### config.mk
export PLATFORM = sky130hd
export DESIGN_NAME = nrfs_cmd_fifo
export DESIGN_NICKNAME = d
export VERILOG_FILES = /design/src/hw/rtl/nrfs_pkg.sv /design/src/hw/rtl/nrfs_cmd_fifo.sv
export SDC_FILE = /design/constraint.sdc
export NUM_CORES = 1
export LEC_CHECK = 0
export ABC_CLOCK_PERIOD_IN_PS = 2600
export BUFFER_PORTS_ARGS = -buffer_cell sky130_fd_sc_hd__buf_2
export CORE_MARGIN = 1.5
export CORE_UTILIZATION = 53
export CTS_BUF_LIST = sky130_fd_sc_hd__clkbuf_2 sky130_fd_sc_hd__clkbuf_4 sky130_fd_sc_hd__clkbuf_8
export DETAILED_ROUTE_END_ITERATION = 10
export PLACE_DENSITY = 0.78
export SLEW_MARGIN = 20
export SYNTH_ARGS = -nofsm -noshare
export SYNTH_HDL_FRONTEND = slang
export SYNTH_SLANG_ARGS = --single-unit
export TNS_END_PERCENT = 20
### constraint.sdc
create_clock -name aclk -period 2.6 [get_ports aclk]
set_input_delay 0.13 -clock aclk [delete_from_list [all_inputs] [get_ports aclk]]
set_output_delay 0.13 -clock aclk [all_outputs]
set_load 0.05 [all_outputs]
### src/hw/rtl/nrfs_pkg.sv
`timescale 1ns / 1ps
// ----------------------------------------------------------------------------
// nrfs_pkg
// Shared constants and types of the retransmission frame store.
// ----------------------------------------------------------------------------
package nrfs_pkg;

    localparam int SLOTS       = 512;
    localparam int FRAME_WORDS = 41;
    localparam int FIFO_DEPTH  = 2;

    localparam int SLOT_W  = $clog2(SLOTS);
    localparam int CNT_W   = $clog2(SLOTS + 1);
    localparam int FADDR_W = $clog2(SLOTS * FRAME_WORDS);
    localparam int KIDX_W  = $clog2(FRAME_WORDS);
    localparam int WIDX_W  = $clog2(FRAME_WORDS + 2);
    localparam int KEEP_W  = 10;
    localparam logic [KEEP_W-1:0] KEEP_RESET = KEEP_W'(500);

    typedef enum logic [1:0] {
        OP_STORE  = 2'b01,
        OP_REPLAY = 2'b10
    } op_t;

    typedef struct packed {
        op_t         op;
        logic [31:0] seq;
    } cmd_t;

    // Back part to front part: status and staging read port
    typedef struct packed {
        logic              init_done;
        logic              store_done;
        logic              stg_re;
        logic [KIDX_W-1:0] stg_addr;
    } back_stat_t;

    typedef struct packed {
        logic        vld;
        logic [31:0] seq;
    } slot_ent_t;

endpackage

### src/hw/rtl/nrfs_cmd_fifo.sv
`timescale 1ns / 1ps
// ----------------------------------------------------------------------------
// nrfs_cmd_fifo
// Short request queue between the front and back parts.
// ----------------------------------------------------------------------------
module nrfs_cmd_fifo (
    input  logic           aclk,
    input  logic           aresetn,
    input  logic           push,
    input  nrfs_pkg::cmd_t push_cmd,
    output logic           full,
    input  logic           pop,
    output logic           not_empty,
    output nrfs_pkg::cmd_t head
);

    localparam int PTR_W = (nrfs_pkg::FIFO_DEPTH > 1) ? $clog2(nrfs_pkg::FIFO_DEPTH) : 1;
    localparam int FCNT_W = $clog2(nrfs_pkg::FIFO_DEPTH + 1);

    nrfs_pkg::cmd_t      ent_reg [nrfs_pkg::FIFO_DEPTH];
    logic [PTR_W-1:0]    wp_reg;
    logic [PTR_W-1:0]    rp_reg;
    logic [FCNT_W-1:0]   cnt_reg;

    assign full      = (cnt_reg == FCNT_W'(nrfs_pkg::FIFO_DEPTH));
    assign not_empty = (cnt_reg != '0);
    assign head      = ent_reg[rp_reg];

    always_ff @(posedge aclk) begin
        if (!aresetn) begin
            wp_reg  <= '0;
            rp_reg  <= '0;
            cnt_reg <= '0;
        end else begin
            if (push) begin
                ent_reg[wp_reg] <= push_cmd;
                wp_reg <= (wp_reg == PTR_W'(nrfs_pkg::FIFO_DEPTH - 1)) ? '0 : wp_reg + 1'b1;
            end
            if (pop) begin
                rp_reg <= (rp_reg == PTR_W'(nrfs_pkg::FIFO_DEPTH - 1)) ? '0 : rp_reg + 1'b1;
            end
            if (push && !pop) begin
                cnt_reg <= cnt_reg + 1'b1;
            end else if (pop && !push) begin
                cnt_reg <= cnt_reg - 1'b1;
            end
        end
    end

endmodule

== Word-level counts from Yosys, hierarchy flattened ==
Memories as Yosys holds them, arrays and structs flattened. A register that Yosys moved wholly into a read port is not among the register bits.
Cells that the tools add are included.

* Register bits after elaboration: 4
* RAM bits: 68
* Bits of input ports: 38
* Output and inout bits: 36
* Memories: 1

* Add/subtract/negate cells: 4
* Equality and inequality tests: 1
* Multiplexer cells: 9
* Reduce and logical (&&, ||, !) cells: 6

{| class="wikitable"
|+ Memories
! name !! words !! width !! read ports !! clocked after Yosys merged registers in !! write ports !! RTL line !! text
|-
| ent_reg || 2 || 34 || 1 || 1 || 1 || nrfs_cmd_fifo.sv:20 || <nowiki>nrfs_pkg::cmd_t ent_reg [nrfs_pkg::FIFO_DEPTH];</nowiki>
|}

{| class="wikitable"
|+ Operators with widths
! kind !! count
|-
| 1-bit two-way mux || 7
|-
| 2-bit two-way mux || 2
|-
| 2-bit nonzero test || 2
|-
| 1-bit adder, second input constant || 2
|-
| 2-bit by 1-bit adder with 2-bit output, second input constant || 1
|-
| 2-bit equality test, second input constant || 1
|-
| 1-bit logical AND || 2
|-
| 1-bit zero test || 2
|-
| 2-bit by 1-bit subtractor with 2-bit output, second input constant || 1
|}

== Depth between registers and ports, before layout ==
Gate-level depths: netlist of the first run.

* Word-level depth: 4
* Mapped depth: 5

== Worst setup path before layout of the first run ==
No wires, ideal clock.

* Path type: register -> register
* From: reg wp_reg
* To: mem ent_reg[0][0] in the netlist's numbering (enable)
* Setup time: 0.426 ns
* Arrival: 1.766 ns
* Required time: 2.174 ns
* Setup slack: 0.408 ns
* Cell stages (with the launch flop): 2
* Period minus slack after synthesis: 2.192 ns
* Path through: dfxtp_1 nor2_1

{| class="wikitable"
|+ RTL lines
! element !! RTL line !! text
|-
| from (decl) || nrfs_cmd_fifo.sv:21 || <nowiki>logic [PTR_W-1:0] wp_reg;</nowiki>
|-
| from (signal assigned) || nrfs_cmd_fifo.sv:37 || <nowiki>wp_reg <= (wp_reg == PTR_W'(nrfs_pkg::FIFO_DEPTH - 1)) ? '0 : wp_reg + 1'b1;</nowiki>
|-
| to (decl) || nrfs_cmd_fifo.sv:20 ||
|}

No word-level cell before the write port.

==> results.txt, run 1 <==
----------------------------------------------------
[Job]
  MaxCap Viol Count ... 0

[Critical path]
  Critical-path maximum fanout ... 13
  Worst setup EP type ... output pin
  Arrival time worst endpoint ... roughly 1.9 ns
  Reg-to-reg critical path endpoint ... ent_reg[1][21]
  CP Data Required Time ... 2.47 ns
  Gate family responsible for the most delay along the worst path ... flip-flops
  Start-to-end type of the worst setup path ... flip-flop to output pin
  Reg2Reg Depth ... 2
  Number of buffer and inverter stages on the critical path ... 2
  Startpoint type of the worst setup path ... flip-flop
  Slowest cell on the critical path ... sky130_fd_sc_hd__dfxtp_1
  R2R Path Start ... wp_reg
  Internal reg-to-reg setup slack ... around 1.3 ns
  Stage delay of the slowest cell on the critical path ... between 0.6 and 0.7 ns
  Chain of cells forming the critical path ... buf_4, mux2_2, buf_2

[Timing]
  Setup repair after global routing missed its margin ... false
  Max frequency ... 497 MHz
  Hold_ws ... approximately 0.096 ns
  Max Slew Vio Count ... 0
  Number of failing setup endpoints in the final timing report ... 0
  Worst Clk Skew ... 0.0102 ns
  Final min period ... a little over 2 ns
  Tightest Pin Transition ... around 0.54 ns
  Portion of the clock cycle consumed by the worst path in the final layout ... 0.774
  Final Hold Vio Count ... 0
  Aggregate negative setup slack ... 0 ns
  Normalized max-slew margin ... 0.641

[Worst hold path]
  Worst Hold Endpoint ... cnt_reg[0]
  Kind of path behind the tightest hold check ... input pin to flip-flop
  Worst hold start ... aresetn
  Hold Path Depth ... 2

[Synthesis]
  Main area contributors after synthesis ... sky130_fd_sc_hd__edfxtp_1 (76%), sky130_fd_sc_hd__mux2_2 (14%), sky130_fd_sc_hd__dfxtp_1 (3.7%), sky130_fd_sc_hd__xor2_1 (0.98%), sky130_fd_sc_hd__and2_1 (0.94%)
  Yosys top cell area share ... 0.763
  Area fraction in compound gates after synthesis ... 0.00468
  Flop and latch count out of synthesis ... 73
  Proportion of synthesized chip area in sequential cells ... 0.800
  Number of instances in the synthesized netlist ... 129
  Post-Synthesis Cell Area ... 2680 um^2
  Adder and majority gate portion of the synthesized area ... 0.00468
  Number of warning messages in the yosys log ... 0
  Combinational family with the most area after synthesis ... multiplexers
  Average footprint of a synthesized cell ... 20.7 um^2
  Simple-gate area share of the yosys netlist ... 0.0224
  Synthesized net count ... 168
  Multiplexer fraction of the synthesized cell area ... 0.143
  Most area-hungry cell type in the Yosys netlist ... sky130_fd_sc_hd__edfxtp_1
  Distinct cells, synth ... 18
  Synthesized-area fraction occupied by xor and xnor cells ... 0.0131

[Clock tree]
  Number of H-tree levels ... 3
  Skew-Pair Late Insertion Delay ... 0.33 ns
  Total of cells resized after clock tree synthesis ... 0
  Root Driver ... sky130_fd_sc_hd__clkbuf_8
  TritonCTS clock tree ... done
  Clock Path Buffers ... 2
  CTS Hold Bufs ... 34
  Total clock sinks ... 73
  TritonCTS buffer count ... 9
  Clock transition time at the flip-flop clock pins of the worst setup and hold paths ... ~0.07 ns
  Count of buffers added by post-CTS timing repair for setup ... 0

[Layout]
  Nets ... 286
  Antenna cell count ... 0
  Final-layout fill cell count ... 292
  Post-layout utilization of the core ... 0.766
  Layout cell share with drive strength beyond 1 ... 0.512
  Synthesis-to-finish area growth ... 37.0%
  Largest register FFs ... 68

[Global route]
  Maximum number of pins on one net before global-route repair ... 35
  Total Routing Usage GR ... 0.196
  Number of antenna violations at the first check in global routing ... 0
  Congestion Overflow GR ... 0
  Via count of the first global-routing pass ... 1633
  Global-route wire length before repair ... 7460 um

[Detailed routing]
  Router iterations before antenna repair ... 4
  Final WL ... 5000 um
  Number of antenna-violating nets in the routed design ... 0
  Total via count after detailed routing ... between 1500 and 2000
  Post-route DRC violation count ... 0
  Routed length per instance ... 15.7 um
  Avg Vias per Cell ... between 4 and 5
  Iteration-0 DRC Markers ... 80

[Floorplan]
  Number of I/O pins ... 74
  Rows ... 25
  Starting density of the core ... 0.559
  Standard cell core area ... roughly 4800 um^2
  Die Wd ... 74.1 um
  Die height ... 74.1 um
  Area of the die ... between 5000 and 6000 um^2

[Power]
  Power per cell area ... 722 nW/um^2
  Worst supply voltage drop on vdd ... about 540 uV
  Leakage power figure ... about 1.4 nW

[Placement]
  Dpl hpwl ... 3110 um
  RePlAce Congestion ... around 0.69
  Count of buffers inserted at the top-level ports ... 73

[Outcome]
  Run status ... finished, final reports clean

----------------------------------------------------
## stage by stage
| stage | cell area [um^2] | instances | worst slack, ns | power, W |
|---|---|---|---|---|
| after floorplan | 2680 | 129 | 0.408 | 0.00169 |
| after global placement | 3140 | 269 | 0.963 | 0.00179 |
| after detailed placement | 3140 | 269 | 0.908 | 0.00180 |
| after CTS | 3670 | 319 | 0.543 | 0.00267 |
| after global routing | 3670 | 319 | 0.445 | 0.00274 |
| final | 3670 | 319 | 0.587 | 0.00265 |
## cell usage after synthesis (all sizes together)
cell type / instances
mux2: 34
edfxtp: 68
nand2: 1
ha: 1
buf: 4
or3: 1
nor2: 1
and2b: 1
and2: 4
xor2: 3
dfxtp: 5
o21ai: 1
and3: 1
xnor2: 1
a21boi: 1
or2: 1
inv: 1
## where the power goes
part / total, W / internal, W / switching, W
logic: 0.000452 / 0.000160 / 0.000292
clock network: 0.000831 / 0.000447 / 0.000384
registers: 0.00136 / 0.00134 / 0.0000247
total: 0.00265 / 0.00195 / 0.000700
## how the worst max path moves through the flow
stage	startpoint	endpoint	slack, ns	cells past startpoint
6_report	flip-flop	head[32]	0.59	3
5_1_grt	flip-flop	head[18]	0.45	3
4_1_cts	flip-flop	head[24]	0.54	3
3_5_place_dp	flip-flop	head[24]	0.91	3
3_3_place_gp	flip-flop	head[24]	0.96	3
2_1_floorplan	wp_reg	ent_reg[0][0]	0.41	1
## cell usage in the layout, fill, tap and decap left out
cell                             n
sky130_fd_sc_hd__or3_1           1
sky130_fd_sc_hd__inv_1           1
sky130_fd_sc_hd__a21boi_1        1
sky130_fd_sc_hd__clkbuf_4        1
sky130_fd_sc_hd__dlygate4sd3_1  34
sky130_fd_sc_hd__ha_1            1
sky130_fd_sc_hd__nand2_1         1
sky130_fd_sc_hd__bufinv_16       1
sky130_fd_sc_hd__nor2_4          1
sky130_fd_sc_hd__mux2_2         34
sky130_fd_sc_hd__and2_1          4
sky130_fd_sc_hd__xnor2_1         1
sky130_fd_sc_hd__buf_2          73
sky130_fd_sc_hd__clkinv_1        1
sky130_fd_sc_hd__buf_4           4
sky130_fd_sc_hd__xor2_1          3
sky130_fd_sc_hd__clkinvlp_4      2
sky130_fd_sc_hd__o21ai_0         1
sky130_fd_sc_hd__or2_2           1
sky130_fd_sc_hd__edfxtp_1       68
sky130_fd_sc_hd__and2b_2         1
sky130_fd_sc_hd__clkbuf_8        9
sky130_fd_sc_hd__and3_1          1
sky130_fd_sc_hd__dfxtp_1         5
sky130_fd_sc_hd__clkinv_2        2
## cell type report
type	instances	area [um^2]	share of cell area
clock inverter	6	58.8	0.0160
multi-input combinational	51	510	0.139
inverter	1	3.75	0.00102
clock buffer	10	131	0.0358
sequential	73	2140	0.584
timing repair buffer	111	736	0.201
tap	67	83.8	0.0229
## per-layer routing
metal  vias to the layer above  GRT usage  share of wire
met5                         -          0              0
met4                         0      0.105          0.018
met3                         9     0.0596          0.048
met2                        51      0.355           0.56
met1                       757      0.201           0.37
li1                        732          -              -
## logic make-up after synthesis
logic type                 after synthesis
DFF                                     73
muxes                                   34
and+or+nand+nor                         10
buffers and inverters                    5
xor gates and xnor gates                 4
AOI/OAI and AO/OA                        2
adders and majority gates                1
No activity file was read; power rests on OpenSTA's default activity.
==> run 2: changes to the inputs <==
--- a/config.mk
+++ b/config.mk
@@ -5,7 +5,7 @@
 export SDC_FILE = /design/constraint.sdc
 export NUM_CORES = 1
 export LEC_CHECK = 0
-export ABC_CLOCK_PERIOD_IN_PS = 2600
+export ABC_CLOCK_PERIOD_IN_PS = 1900
 export BUFFER_PORTS_ARGS = -buffer_cell sky130_fd_sc_hd__buf_2
 export CORE_MARGIN = 1.5
 export CORE_UTILIZATION = 53
==> constraint.sdc (replaced) <==
create_clock -name aclk -period 1.9 [get_ports aclk]
set_input_delay 0.095 -clock aclk [delete_from_list [all_inputs] [get_ports aclk]]
set_output_delay 0.095 -clock aclk [all_outputs]
set_load 0.05 [all_outputs]
==> results.txt, run 2 (synthesis results as in run 1) <==
----------------------------------------------------
[Floorplan]
  Rows ... 25
  Standard cell core area ... 4790 um^2
  Die height ... 74.1 um
  Starting density of the core ... 0.559
  Area of the die ... between 5000 and 6000 um^2
  Number of I/O pins ... 74
  Die Wd ... 74.1 um

[Timing]
  Aggregate negative setup slack ... 0 ns
  Normalized max-slew margin ... 0.691
  Max frequency ... slightly above 600 MHz
  Setup repair after global routing missed its margin ... false
  Hold_ws ... 0.0525 ns
  Max Slew Vio Count ... 0
  Number of failing setup endpoints in the final timing report ... 0
  Portion of the clock cycle consumed by the worst path in the final layout ... 0.861
  Worst Clk Skew ... 0.00651 ns
  Final min period ... 1.64 ns
  Tightest Pin Transition ... 0.463 ns
  Final Hold Vio Count ... 0

[Layout]
  Synthesis-to-finish area growth ... 36.7%
  Nets ... 286
  Largest register FFs ... 68
  Most frequent standard cell in the layout excluding fill and tap cells ... sky130_fd_sc_hd__buf_2
  Design Area, Final ... 3660 um^2
  Layout cell share with drive strength beyond 1 ... 0.508
  Commonest cells after routing, fill and taps aside ... sky130_fd_sc_hd__buf_2 (73), sky130_fd_sc_hd__edfxtp_1 (68), sky130_fd_sc_hd__mux2_2 (34), sky130_fd_sc_hd__dlygate4sd3_1 (34), sky130_fd_sc_hd__clkbuf_8 (9)
  Post-layout utilization of the core ... 0.764
  Antenna cell count ... 0

[Power]
  Worst supply voltage drop on vdd ... 629 uV
  Power per cell area ... 961 nW/um^2
  Final total power ... roughly 0.0035 W
  Leakage power figure ... approximately 1.4 nW

[Critical path]
  CP Data Required Time ... 1.80 ns
  Critical-path maximum fanout ... 21
  Stage delay of the slowest cell on the critical path ... 0.38 ns
  Start-to-end type of the worst setup path ... flip-flop to output pin
  Arrival time worst endpoint ... roughly 1.5 ns
  Slowest cell on the critical path ... sky130_fd_sc_hd__mux2_2
  Number of buffer and inverter stages on the critical path ... 2
  Chain of cells forming the critical path ... buf_4, mux2_2, buf_2
  R2R Path Start ... wp_reg
  Gate family responsible for the most delay along the worst path ... buffers and inverters
  Reg2Reg Depth ... 2
  Critical Path Stages ... 3
  Internal reg-to-reg setup slack ... 0.55 ns
  Worst setup EP type ... output pin
  Startpoint type of the worst setup path ... flip-flop
  Reg-to-reg critical path endpoint ... ent_reg[1][32]

[Detailed routing]
  Final WL ... 4870 um
  Post-route DRC violation count ... 0
  Router iterations before antenna repair ... 4
  Routed length per instance ... between 15 and 20 um
  Iteration-0 DRC Markers ... 101
  Avg Vias per Cell ... 4.94
  Total via count after detailed routing ... 1575
  Number of antenna-violating nets in the routed design ... 0

[Global route]
  Congestion Overflow GR ... 0
  Maximum number of pins on one net before global-route repair ... 35
  Total Routing Usage GR ... 0.183
  Global-route wire length before repair ... 7180 um
  Number of antenna violations at the first check in global routing ... 0
  Via count of the first global-routing pass ... 1570

[Worst hold path]
  Kind of path behind the tightest hold check ... input pin to flip-flop
  Hold Path Depth ... 2
  Worst Hold Endpoint ... wp_reg
  Worst hold start ... aresetn

[Clock tree]
  Root Driver ... sky130_fd_sc_hd__clkbuf_8
  Count of buffers added by post-CTS timing repair for setup ... 0
  CTS Hold Bufs ... 34
  Number of H-tree levels ... 3
  TritonCTS clock tree ... done
  TritonCTS buffer count ... 9
  Total of cells resized after clock tree synthesis ... 0
  Skew-Pair Late Insertion Delay ... approximately 0.32 ns
  Clock transition time at the flip-flop clock pins of the worst setup and hold paths ... 0.07 ns
  Total clock sinks ... 73
  Clock Path Buffers ... 2

[Job]
  MaxCap Viol Count ... 0

[Placement]
  Dpl hpwl ... 3010 um
  RePlAce Congestion ... 0.687
  Count of buffers inserted at the top-level ports ... 73
  Standard cell area after detailed placement ... 3150 um^2

[Outcome]
  Run status ... finished, final reports clean

----------------------------------------------------
-- run 2: changes by cell type in the layout (fill, tap and decap cells not counted), sizes merged --
cell,previous run,this run
clkbuf,10,14
clkinvlp,2,0
bufinv,1,0
clkinv,3,2
-- run 2: area by class of cell --
type / count / area (um^2)
Clock inverter: 2 / 7.51
Multi-Input combinational cell: 51 / 510
Inverter: 1 / 3.75
Clock buffer: 14 / 161
Tap cell: 67 / 83.8
Fill cell: 269 / 1130
Timing Repair Buffer: 111 / 748
Sequential cell: 73 / 2140
-- run 2: worst max path at each step --
| stage | startpoint | endpoint | slack, ns |
|---|---|---|---|
| 6_report | flip-flop | head[3] | 0.26 |
| 5_1_grt | flip-flop | head[26] | 0.20 |
| 4_1_cts | flip-flop | head[18] | 0.25 |
| 3_5_place_dp | wp_reg | ent_reg[1][22] | 0.55 |
| 3_3_place_gp | wp_reg | ent_reg[1][20] | 0.62 |
| 2_1_floorplan | wp_reg | ent_reg[1][0] | 0.26 |
-- run 2: where the power goes --
part | switching, W | internal [W] | leakage [nW]
registers | 0.0000239 | 0.00183 | 0.666
clock network | 0.000488 | 0.000540 | 0.0908
logic | 0.000407 | 0.000223 | 0.651
-- run 2: metal layers --
metal,part of all wire,global-route usage,vias to the layer above
met1,0.43,0.230,775
met4,0.015,0.0823,0
met3,0.045,0.0501,11
li1,-,-,735
met5,0,0,-
met2,0.51,0.298,54
-- run 2: through the flow --
step	std cells	setup WS, ns
5_1_grt	319	0.197
6_report	319	0.265
3_3_place_gp	269	0.617
4_1_cts	319	0.252
3_5_place_dp	269	0.555
2_1_floorplan	129	0.260
